--- config.mk ---
export PLATFORM = sky130hd
export DESIGN_NAME = psri_ctrl
export DESIGN_NICKNAME = d
export VERILOG_FILES = /design/src/psri_pkg.sv /design/src/psri_ctrl.sv
export SDC_FILE = /design/constraint.sdc
export NUM_CORES = 1
export LEC_CHECK = 0
export ABC_AREA = 1
export BUFFER_PORTS_ARGS = -buffer_cell sky130_fd_sc_hd__buf_2
export CORE_AREA = 4 4 41 43
export CTS_CLUSTER_DIAMETER = 100
export DETAILED_ROUTE_END_ITERATION = 12
export DIE_AREA = 0 0 45 47
export GPL_TIMING_DRIVEN = 0
export HOLD_SLACK_MARGIN = 0.02
export PLACE_DENSITY_LB_ADDON = 0.1
export SYNTH_ARGS = -nofsm -noshare
export SYNTH_HDL_FRONTEND = slang
export SYNTH_SLANG_ARGS = --single-unit
--- constraint.sdc ---
create_clock -name i_clk -period 0.9 [get_ports i_clk]
set_clock_uncertainty 0.05 [all_clocks]
set_input_delay 0.135 -clock i_clk [delete_from_list [all_inputs] [get_ports i_clk]]
set_output_delay 0.135 -clock i_clk [all_outputs]
set_load 0.005 [all_outputs]
--- src/psri_pkg.sv ---
`timescale 1ns / 1ps

package psri_pkg;

    // Default table depth
    localparam int PSRI_TABLE_ENTRIES = 64;

    // Item kinds; the fourth code leaves the table unchanged
    localparam logic [1:0] KIND_ADD    = 2'd0;
    localparam logic [1:0] KIND_LOOKUP = 2'd1;
    localparam logic [1:0] KIND_READ   = 2'd2;

    typedef struct packed {
        logic [1:0]  kind;
        logic [63:0] key;
        logic [63:0] seq;
        logic [63:0] from_seq;
        logic [5:0]  position;
    } t_item;

    typedef struct packed {
        logic        found;
        logic [63:0] range_first;
        logic [63:0] range_last;
        logic [63:0] entry_key;
        logic [31:0] entry_records;
        logic [6:0]  entries_used;
        logic        complete;
        logic [31:0] dropped_count;
    } t_result;

    // One table entry, kept as a single memory word
    typedef struct packed {
        logic [63:0] key;
        logic [63:0] first;
        logic [63:0] last;
        logic [31:0] records;
    } t_entry;

    typedef enum logic [1:0] {
        ST_IDLE,
        ST_DISPATCH,
        ST_SCAN,
        ST_READ
    } t_state;

    // Operations of the datapath; all but OP_IDLE produce a result
    typedef enum logic [2:0] {
        OP_IDLE,
        OP_NULL,
        OP_ADD_HIT,
        OP_ADD_NEW,
        OP_ADD_DROP,
        OP_LOOK_HIT,
        OP_READ_HIT
    } t_op;

    typedef struct packed {
        logic load;
        logic rd_scan;
        logic rd_pos;
        t_op  op;
    } t_cmd;

    typedef struct packed {
        logic [1:0] kind;
        logic       seq_zero;
        logic       pos_ok;
        logic       used_zero;
        logic       full;
        logic       more;
        logic       match;
        logic       last;
    } t_stat;

endpackage

--- src/psri_ctrl.sv ---
`timescale 1ns / 1ps

module psri_ctrl (
    input  logic           i_clk,
    input  logic           i_rst_n,
    input  logic           i_start,
    input  psri_pkg::t_stat i_stat,
    output psri_pkg::t_cmd  o_cmd,
    output logic           o_busy
);
    import psri_pkg::*;

    t_state r_state;
    t_state n_state;

    always_ff @(posedge i_clk) begin
        if (!i_rst_n) begin
            r_state <= ST_IDLE;
        end else begin
            r_state <= n_state;
        end
    end

    always_comb begin
        n_state       = r_state;
        o_cmd.load    = 1'b0;
        o_cmd.rd_scan = 1'b0;
        o_cmd.rd_pos  = 1'b0;
        o_cmd.op      = OP_IDLE;
        case (r_state)
            ST_IDLE: begin
                if (i_start) begin
                    o_cmd.load = 1'b1;
                    n_state    = ST_DISPATCH;
                end
            end
            ST_DISPATCH: begin
                n_state = ST_IDLE;
                if (i_stat.kind == KIND_ADD && !i_stat.seq_zero) begin
                    if (i_stat.used_zero) begin
                        o_cmd.op = OP_ADD_NEW;
                    end else begin
                        n_state = ST_SCAN;
                    end
                end else if (i_stat.kind == KIND_LOOKUP) begin
                    if (i_stat.used_zero) begin
                        o_cmd.op = OP_NULL;
                    end else begin
                        n_state = ST_SCAN;
                    end
                end else if (i_stat.kind == KIND_READ && i_stat.pos_ok) begin
                    o_cmd.rd_pos = 1'b1;
                    n_state      = ST_READ;
                end else begin
                    o_cmd.op = OP_NULL;
                end
            end
            ST_SCAN: begin
                if (i_stat.match) begin
                    o_cmd.op = (i_stat.kind == KIND_ADD) ? OP_ADD_HIT : OP_LOOK_HIT;
                    n_state  = ST_IDLE;
                end else if (i_stat.last) begin
                    if (i_stat.kind == KIND_ADD) begin
                        o_cmd.op = i_stat.full ? OP_ADD_DROP : OP_ADD_NEW;
                    end else begin
                        o_cmd.op = OP_NULL;
                    end
                    n_state = ST_IDLE;
                end else begin
                    o_cmd.rd_scan = i_stat.more;
                end
            end
            ST_READ: begin
                o_cmd.op = OP_READ_HIT;
                n_state  = ST_IDLE;
            end
            default: begin
                n_state = ST_IDLE;
            end
        endcase
    end

    assign o_busy = (r_state != ST_IDLE);

endmodule

Word-level counts from Yosys, hierarchy flattened
Index checks and enable logic that the tools add are counted.

storage, ports and cells
  register bits after elaboration = 2
  word-level logic and storage cells = 43

operators by class
  mux-type cells = 28
  equal/unequal tests = 7
  reduce and logical (&&, ||, !) cells = 7

operator list
  operator              number
  $mux W2               9
  $mux W3               5
  $mux W1               12
  $pmux W3 S3           1
  $pmux W2 S4           1
  $eq A2 B2 Y1 const B  3
  $eq A2 B1 Y1 const B  2
  $logic_not A2 Y1      2
  $ne A3 B3 Y1 const B  1
  $logic_and A1 B1 Y1   2
  $ne A2 B2 Y1 const B  1
  $reduce_and A2 Y1     1
  $reduce_bool A2 Y1    1
  $logic_not A1 Y1      1

Logic depth before layout (Yosys ltp)
Gate-level depths: netlist of run 1.

  depth in word-level cells = 6
  mapped depth = 6

Worst setup path before layout of run 1
Ideal clock, no wire load.

  path kind = reg2out
  start = register r_state[1]
  end = output port o_cmd[4] in the netlist's numbering
  stages on the path, launching flop included = 5
  slack = -36 ps
  required time = 715 ps
  data arrival time = 751 ps
  path through = dfxtp_1 inv_1 nor2_2 nand3_1 nor2_1

RTL lines
  item                      RTL line         text
  start: declaration        psri_ctrl.sv:13  t_state r_state;
  start signal: assignment  psri_ctrl.sv:20  r_state <= n_state;
  end: declaration          psri_ctrl.sv:8   output psri_pkg::t_cmd o_cmd,

==> flow_summary.toml, run 1 <==
[run_status]
run_status = "finished, violations left"
violations = "negative setup slack"

[placed_design]
place_congestion = 0.716
port_buffers = 18
dpl.hpwl_um = 594
dp_cells = 77

[detailed_routing]
routed_wl_um = 720
avgViaCountPerCell = 4.09
routedWlPerCell_um = 8.47
num_vias = 348
drt-pass1-iter-count = 3
drc_errors = 0
drt_iter0_markers = 8
ant_nets = 0

[worst_setup_path]
worst-path-max-fanout = 3
required_ns = 0.71
critical_path_buf_inv_count = 2
worst_path_max_delay_cell = "dfxtp_4"
criticalPathCategory = "flip-flop to primary output"
worstReg2RegStart = "r_state[1]"
cp-end-kind = "primary output"
path_cells = "nor2_1 > inv_2 > nor2_2 > buf_2"
crit_path_max_incr_delay_ns = 0.35
startpoint = "r_state[0]"
arrival_ns = 0.99
cp-start-kind = "flip-flop"
cpLargestDelayFamily = "flip-flops"

[global_routing]
grt_max_degree = 7
grt_overflow = 0
grt_antenna_before_repair = 0
grt_pass1_wl_um = 1110
first_global_vias = 289
grt_use_total_pct = 7.49

[timing]
hold_viol = 0
fin_crit_sh_pct = 131
whs_ns = 0.111
setup_ws_ns = -0.275
relSlewSlack_pct = 86.4
timing.fmax_mhz = 851
fin_crit_ns = 1.18
grt_setup_unrepaired = "true"
setup_violations = 8
tightest_slew_ns = 0.203
maxSlewViolCount = 0

[power]
peakVddDrop_v = 0.000610
sequentialPowerShare_pct = 22.6
p_switching_uw = 130
power.total_uw = 433
p_int_uw = 303
leakage_nw = 0.255
pwr-share-clk_pct = 44.4
cellPowerDensity_mw_per_mm2 = 901
p_comb_share_pct = 32.9
swShare_pct = 30.0

[clocking]
ctsHoldBuffers = 0
clkSlewWorstSetupHoldPaths_ns = 0.03
clkLatencyLatePin_ns = 0.22
clk_path_buf_depth = 2
h-tree-depth = 1
cts.sinks = 2
cts_tree = "built"
cts_root_buf = "clkbuf_4"
cts_buffers = 3

[yosys]
yosys.area.top_type = "dfxtp_1"
synth_compound_area_share_pct = 16.2
synth_edf_count = 0
synthArstFlopShare_pct = 0
synth-xor-area-share_pct = 0
yosys_warnings = 0
synth_cell_type_count = 16
synthesis.area_sq_um = 270
synth.area.top_cells = "dfxtp_1 15%, nand3_2 15%, inv_1 14%, nand2_1 9.7%, nor2_1 9.7%"
netlist.area_leader.share_pct = 14.8
synth-seq-cells = 2
yosysSeqAreaShare_pct = 14.8
yosysMostFrequentCell = "inv_1"
syn_inst = 44
synth_area_per_cell_sq_um = 6.14
synth_mux_area_share_pct = 0
synthTopCellsByCount = "10 x inv_1, 7 x nand2_1, 7 x nor2_1"
syn_nets = 56
synth-simple-area-share_pct = 53.7
synth_top_family_by_area = "simple AND/OR/NAND/NOR gates"
ys.flop_type = "dfxtp_1"
yosys.area_share.adder_pct = 0

[final_layout]
n_antenna_cell = 0
nFillCells = 155
largest_register_ff_count = 2
reg.largest.list = "r_state (2)"
final_cells = 85
drive_above_1_share_pct = 68.6
regMostFlops = "r_state"
syn2layout_area_growth_pct = 77.8
nets = 84

[min_path]
min_from = "i_rst_n"
hold_class = "primary input to flip-flop"

[floorplanning]
die_y_um = 47
ios = 19
core_sq_mm = 0.00130
num_rows = 13
die-width_um = 45
initial_core_util_pct = 20.8
die_area_sq_mm = 0.00212

[job]
cap_violations = 0
## tightest hold or removal path: stages
cell	delay, ns
buf_2	0.07
inv_1	0.05
nor2_2	0.09
## final cells by class
type                       instances  area [sq um]  area share [%]
multi-input combinational         31           218            45.3
timing repair buffer              23           128            26.6
sequential                         2          47.5            9.90
inverter                          11          46.3            9.64
clock buffer                       3          22.5            4.69
tap                               15          18.8            3.91
## kinds of logic (layout without fill, tap and decap cells)
family / after synthesis / count (layout)
compound gates: 6 / 6
buf+inv: 11 / 37
simple gates: 25 / 25
flops: 2 / 2
## layer usage
layer | part of all wire, % | track usage (%) | vias up | routed length [um]
met5 | 0 | 0 | - | 0
met4 | 0 | 0 | 0 | 0
met3 | 15 | 6.51 | 0 | 108
met2 | 43 | 10.7 | 16 | 310
met1 | 42 | 9.05 | 141 | 301
li1 | - | - | 191 | -
## power by group through the flow
stage	Sequential, mW	Combinational, mW	Clock [mW]
3_5_place_dp	0.0989	0.121	0
2_1_floorplan	0.0983	0.0690	0
5_1_grt	0.0984	0.160	0.218
4_1_cts	0.0984	0.136	0.204
6_report	0.0979	0.143	0.192
3_3_place_gp	0.0990	0.122	0
## cells in the final DEF, fill, tap and decap left out
cell       n
a31oi_1    1
nor2_1     4
buf_4      5
nand2_1    6
nor3_2     1
nand3_2    5
nor2_2     3
nand3b_1   1
o211ai_1   2
clkbuf_4   3
a21oi_2    3
inv_4      2
nand2_2    2
inv_1      8
buf_2     18
dfxtp_4    2
nor2_4     3
inv_2      1
## final timing paths
| kind | endpoint | slack (ns) | cells past startpoint |
|---|---|---|---|
| min reg2reg | r_state[1] | 0.61 | 4 |
| min | r_state[0] | 0.11 | 3 |
| max | o_cmd[5] | -0.28 | 4 |
| max reg2reg | r_state[1] | -0.07 | 5 |
## what timing repair did
action                                  CTS  global route
endpoints found under the setup margin    9             9
gates resized for setup                  11             3
pin swaps                                 5             3
gates cloned                              0             0
buffers inserted                          4             1
## metrics by stage
stage / setup WS (ns) / TNS [ns] / instance area, sq um / util [%]
global placement: -0.201 / -0.900 / 385 / 29.6
global route: -0.367 / -2.31 / 480 / 36.9
floorplan: 0.00126 / 0 / 277 / -
CTS: -0.312 / -1.87 / 463 / 35.6
finish: -0.275 / -1.75 / 480 / 36.9
detailed placement: -0.191 / -0.850 / 385 / 29.6
(Power assumes the default switching activity.)
==> run 2, diff against run 1 <==
--- a/config.mk
+++ b/config.mk
@@ -7,10 +7,12 @@
 export LEC_CHECK = 0
 export ABC_AREA = 1
 export BUFFER_PORTS_ARGS = -buffer_cell sky130_fd_sc_hd__buf_2
-export CORE_AREA = 4 4 41 43
+export CELL_PAD_IN_SITES_DETAIL_PLACEMENT = 1
+export CELL_PAD_IN_SITES_GLOBAL_PLACEMENT = 1
+export CORE_MARGIN = 4
+export CORE_UTILIZATION = 20
 export CTS_CLUSTER_DIAMETER = 100
 export DETAILED_ROUTE_END_ITERATION = 12
-export DIE_AREA = 0 0 45 47
 export GPL_TIMING_DRIVEN = 0
 export HOLD_SLACK_MARGIN = 0.02
 export PLACE_DENSITY_LB_ADDON = 0.1
==> flow_summary.toml, run 2 (same netlist as run 1, synthesis figures left out) <==
[run_status]
run_status = "finished, violations left"
violations = "negative setup slack"

[min_path]
min_from = "i_rst_n"
min_path_cells = 3
hold_class = "primary input to flip-flop"
min_to = "r_state[0]"

[clocking]
cts.sinks = 2
cts_buffers = 3
cts_tree = "built"
cts_root_buf = "clkbuf_4"
h-tree-depth = 1
clkSlewWorstSetupHoldPaths_ns = 0.03
clk_path_buf_depth = 2
clkLatencyLatePin_ns = 0.22

[timing]
fin_crit_sh_pct = 134
fin_crit_ns = 1.20
maxSlewViolCount = 0
setup_ws_ns = -0.305
timing.fmax_mhz = 830
grt_setup_unrepaired = "true"
setup_violations = 9
hold_viol = 0
tightest_slew_ns = 0.200
relSlewSlack_pct = 86.6
whs_ns = 0.114

[worst_setup_path]
startpoint = "r_state[1]"
ff2ff_path_depth = 7
arrival_ns = 1.02
required_ns = 0.71
criticalPathCategory = "flip-flop to primary output"
cp-end-kind = "primary output"
rrSetupSlack_ns = -0.25
cp-start-kind = "flip-flop"
reg2reg_to = "r_state[1]"
worst-path-max-fanout = 4
worstReg2RegStart = "r_state[1]"

[floorplanning]
die-width_um = 44.8
core_sq_mm = 0.00119
die_y_um = 44.8
initial_core_util_pct = 22.8
ios = 19
num_rows = 12
die_area_sq_mm = 0.00200

[final_layout]
seq_area_sq_um = 47.5
reg.largest.list = "r_state (2)"
drive_above_1_share_pct = 64.3
layout_common_cells = "18 x buf_2, 8 x inv_1, 7 x nand2_1, 6 x nor2_1, 5 x nand3_2"
nets = 84
fin_util_pct = 39.8
regMostFlops = "r_state"
nFillCells = 165
multi_input_area_sq_um = 205
final_cells = 84
syn2layout_area_growth_pct = 74.5
n_antenna_cell = 0
layout_commonest_cell = "buf_2"
largest_register_ff_count = 2

[detailed_routing]
avgViaCountPerCell = 4.44
ant_nets = 0
drc_errors = 0
num_vias = 373
routed_wl_um = 815
drt-pass1-iter-count = 2
drt_iter0_markers = 1
routedWlPerCell_um = 9.70

[job]
cap_violations = 0

[placed_design]
place_congestion = 0.640
dpl.hpwl_um = 661
port_buffers = 18
dp_cells = 76

[global_routing]
grt_antenna_before_repair = 0
grt_use_total_pct = 9.40
grt_overflow = 0
grt_max_degree = 7
grt_pass1_wl_um = 1350
first_global_vias = 358

[power]
peakVddDrop_v = 0.000505
power.total_uw = 424
leakage_nw = 0.253
cellPowerDensity_mw_per_mm2 = 899
==> run 2: what timing repair did <==
| action | in CTS | in global routing |
|---|---|---|
| buffers inserted | 6 | 1 |
| hold buffers | 0 | 0 |
| pin swaps | 6 | 3 |
| resized for setup | 10 | 2 |
| endpoints found under the setup margin | 9 | 9 |
==> run 2: layer usage <==
metal  vias up  share of wire [%]  GRT usage (%)
li1        193                  -              -
met1       168                 40           10.2
met2        12                 51           15.2
met3         0                8.5           3.98
met4         0                  0           5.42
met5         -                  0              0
==> run 2: cell type report <==
| cell class | count | area share (%) |
|---|---|---|
| Tap cell | 14 | 3.71 |
| Multi-Input combinational cell | 31 | 43.5 |
| Clock buffer | 3 | 4.77 |
| Sequential cell | 2 | 10.1 |
| Inverter | 11 | 9.28 |
| Timing Repair Buffer | 23 | 28.6 |
==> run 2: critical path: stages, from the launching register on <==
cell and delay, ns:
dfxtp_4 0.37, inv_4 0.05, nor2_4 0.09, nand3_2 0.07
nor2_1 0.10, buf_2 0.11
==> run 2: how the worst max path moves through the flow <==
stage	cells past startpoint	endpoint
after global routing	5	o_cmd[4]
after detailed placement	7	o_cmd[1]
final	5	o_cmd[4]
after CTS	5	o_cmd[4]
after global placement	7	o_cmd[1]
after floorplan	4	o_cmd[4]
==> run 2: report_power, final <==
part	internal (mW)	switching, mW	total [mW]
clock network	0.147	0.0488	0.196
registers	0.0909	0.00633	0.0973
logic	0.0579	0.0732	0.131
==> run 2: per-stage QoR <==
step | worst slack (ns) | instance area (sq um) | TNS [ns]
after floorplan | 0.00126 | 277 | 0
after global placement | -0.209 | 384 | -0.923
after detailed placement | -0.204 | 384 | -0.889
after CTS | -0.320 | 469 | -2.12
after global routing | -0.377 | 472 | -2.65
final | -0.305 | 472 | -2.01
==> run 3, diff against run 2 <==
--- a/config.mk
+++ b/config.mk
@@ -5,14 +5,13 @@
 export SDC_FILE = /design/constraint.sdc
 export NUM_CORES = 1
 export LEC_CHECK = 0
-export ABC_AREA = 1
 export BUFFER_PORTS_ARGS = -buffer_cell sky130_fd_sc_hd__buf_2
 export CELL_PAD_IN_SITES_DETAIL_PLACEMENT = 1
 export CELL_PAD_IN_SITES_GLOBAL_PLACEMENT = 1
-export CORE_MARGIN = 4
-export CORE_UTILIZATION = 20
+export CORE_AREA = 4 4 41 43
 export CTS_CLUSTER_DIAMETER = 100
 export DETAILED_ROUTE_END_ITERATION = 12
+export DIE_AREA = 0 0 45 47
 export GPL_TIMING_DRIVEN = 0
 export HOLD_SLACK_MARGIN = 0.02
 export PLACE_DENSITY_LB_ADDON = 0.1
==> constraint.sdc (replaced) <==
create_clock -name i_clk -period 1.4 [get_ports i_clk]
set_clock_uncertainty 0.05 [all_clocks]
set_input_delay 0.21 -clock i_clk [delete_from_list [all_inputs] [get_ports i_clk]]
set_output_delay 0.21 -clock i_clk [all_outputs]
set_load 0.005 [all_outputs]
==> flow_summary.toml, run 3 <==
[final_layout]
n_antenna_cell = 0
seq_area_sq_um = 47.5
reg.largest.list = "r_state (2)"
syn2layout_area_growth_pct = 66.9
nFillCells = 177
largest_register_ff_count = 2
layout_commonest_cell = "buf_2"
multi_input_area_sq_um = 180
nets = 67
regMostFlops = "r_state"
drive_above_1_share_pct = 50.9
layout_common_cells = "18 x buf_2, 6 x nor2_1, 3 x inv_1, 3 x clkbuf_4"

[global_routing]
grt_max_degree = 10
grt_antenna_before_repair = 0
grt_use_total_pct = 8.20
first_global_vias = 323
grt_overflow = 0
grt_pass1_wl_um = 1190

[worst_setup_path]
path_cells = "buf_4 > o21ai_1 > o21ai_1 > buf_2"
worst-path-max-fanout = 6
worstReg2RegStart = "r_state[1]"
cp-end-kind = "primary output"
worst_path_max_delay_cell = "dfxtp_4"
cpMostUsedCell = "o21ai_1"
ff2ff_path_depth = 3
critical_path_buf_inv_count = 2
arrival_ns = 1.02
criticalPathCategory = "flip-flop to primary output"
cp-start-kind = "flip-flop"
rrSetupSlack_ns = 0.48
reg2reg_to = "r_state[1]"
crit_path_max_incr_delay_ns = 0.35
required_ns = 1.14
cpLargestDelayFamily = "flip-flops"

[clocking]
clk_path_buf_depth = 2
cts_buffers = 3
clkLatencyLatePin_ns = 0.22
ctsHoldBuffers = 0
cts_tree = "built"
h-tree-depth = 1
cts_root_buf = "clkbuf_4"
clkSlewWorstSetupHoldPaths_ns = 0.03
cts.sinks = 2

[floorplanning]
die-width_um = 45
ios = 19
initial_core_util_pct = 17.4
die_area_sq_mm = 0.00212
die_y_um = 47
num_rows = 13
core_sq_mm = 0.00130

[power]
swShare_pct = 26.5
sequentialPowerShare_pct = 25.2
leakage_nw = 0.197
p_int_uw = 187
peakVddDrop_v = 0.000185
pwr-share-clk_pct = 49.6
p_switching_uw = 67.3
p_comb_share_pct = 25.3
cellPowerDensity_mw_per_mm2 = 673

[detailed_routing]
ant_nets = 0
routed_wl_um = 766
drt_iter0_markers = 1
avgViaCountPerCell = 4.63
drt-pass1-iter-count = 2
drc_errors = 0
routedWlPerCell_um = 11.3
num_vias = 315

[timing]
whs_ns = 0.210
setup_violations = 0
tightest_slew_ns = 0.323
maxSlewViolCount = 0
hold_viol = 0
tns_ns = 0
relSlewSlack_pct = 78.3
fin_crit_ns = 1.28
grt_setup_unrepaired = "false"
timing.fmax_mhz = 778
fin_crit_sh_pct = 91.8

[yosys]
ys.flop_type = "dfxtp_1"
synth-seq-cells = 2
synthesis.area_sq_um = 226
synthTopCellsByCount = "6 x nor2_1, 3 x inv_1"
synth.area.top_cells = "dfxtp_1 18%, nor2_1 9.9%, and4b_1 8.8%, mux2_4 6.6%, nor2b_1 5.5%"
yosysSeqAreaShare_pct = 17.7
synthArstFlopShare_pct = 0
syn_nets = 43
yosys.area.top_type = "dfxtp_1"
synth_edf_count = 0
synth_cell_type_count = 20
yosysMostFrequentCell = "nor2_1"
netlist.area_leader.share_pct = 17.7
yosys_warnings = 0
synth_area_per_cell_sq_um = 7.31
syn_inst = 31

[run_status]
run_status = "completed"

[min_path]
min_path_cells = 3
min_to = "r_state[0]"
min_from = "i_rst_n"
hold_class = "primary input to flip-flop"

[job]
cap_violations = 0

[placed_design]
place_congestion = 0.649
port_buffers = 18
## run 3: area by class of cell
cell class              count  area share [%]
well taps                  15            4.97
clock buffers               3            5.96
inverters                   3            2.98
repair buffers             19            25.8
multi-input cells          26            47.7
flip-flops and latches      2            12.6
## run 3: cells by family after synthesis
family,after synthesis,synth area share [%]
compound gates,8,24.3
simple gates,17,46.4
flops,2,17.7
mux,1,6.63
buf+inv,3,4.97
## run 3: through the flow
step	worst slack (ns)	utilization [%]	instance area (sq um)	instances	total power [mW]
5_1_grt	0.00218	29.0	378	68	0.280
4_1_cts	0.00439	27.6	359	67	0.269
3_3_place_gp	0.153	25.8	335	64	0.128
2_1_floorplan	0.399	-	226	31	0.0960
3_5_place_dp	0.145	25.8	335	64	0.131
6_report	0.115	29.0	378	68	0.254
## run 3: timing repair
action / in CTS / in global routing
buffers inserted: 0 / 1
pin swaps: 0 / 2
resized for setup: 1 / 4
endpoints found under the hold margin: 0 / 0
endpoints found under the setup margin: 1 / 3
## run 3: power groups by stage
| stage | registers [mW] | clock network, mW | logic, mW |
|---|---|---|---|
| floorplan | 0.0651 | 0 | 0.0310 |
| global placement | 0.0670 | 0 | 0.0609 |
| detailed placement | 0.0674 | 0 | 0.0636 |
| CTS | 0.0667 | 0.138 | 0.0640 |
| global route | 0.0653 | 0.141 | 0.0729 |
| finish | 0.0639 | 0.126 | 0.0642 |
## run 3: tightest hold or removal path: stages
cell    delay [ns]
buf_2         0.09
inv_1         0.09
nor3_2        0.05
## run 3: worst max-delay path by stage
stage	start	endpoint	slack [ns]	cells past startpoint
4_1_cts	r_state[0]	o_cmd[0]	0.004	3
5_1_grt	r_state[0]	o_cmd[5]	0.002	3
3_5_place_dp	i_stat[8]	o_cmd[2]	0.14	5
6_report	r_state[1]	o_cmd[1]	0.12	4
2_1_floorplan	r_state[1]	o_cmd[0]	0.40	2
3_3_place_gp	i_stat[6]	o_cmd[0]	0.15	5
## run 3: metal layers
metal,GRT usage (%),vias up,share of wire (%)
li1,-,159,-
met1,7.00,143,39
met2,15.5,11,53
met3,2.30,2,5.6
met4,7.02,0,1.8
met5,0,-,0
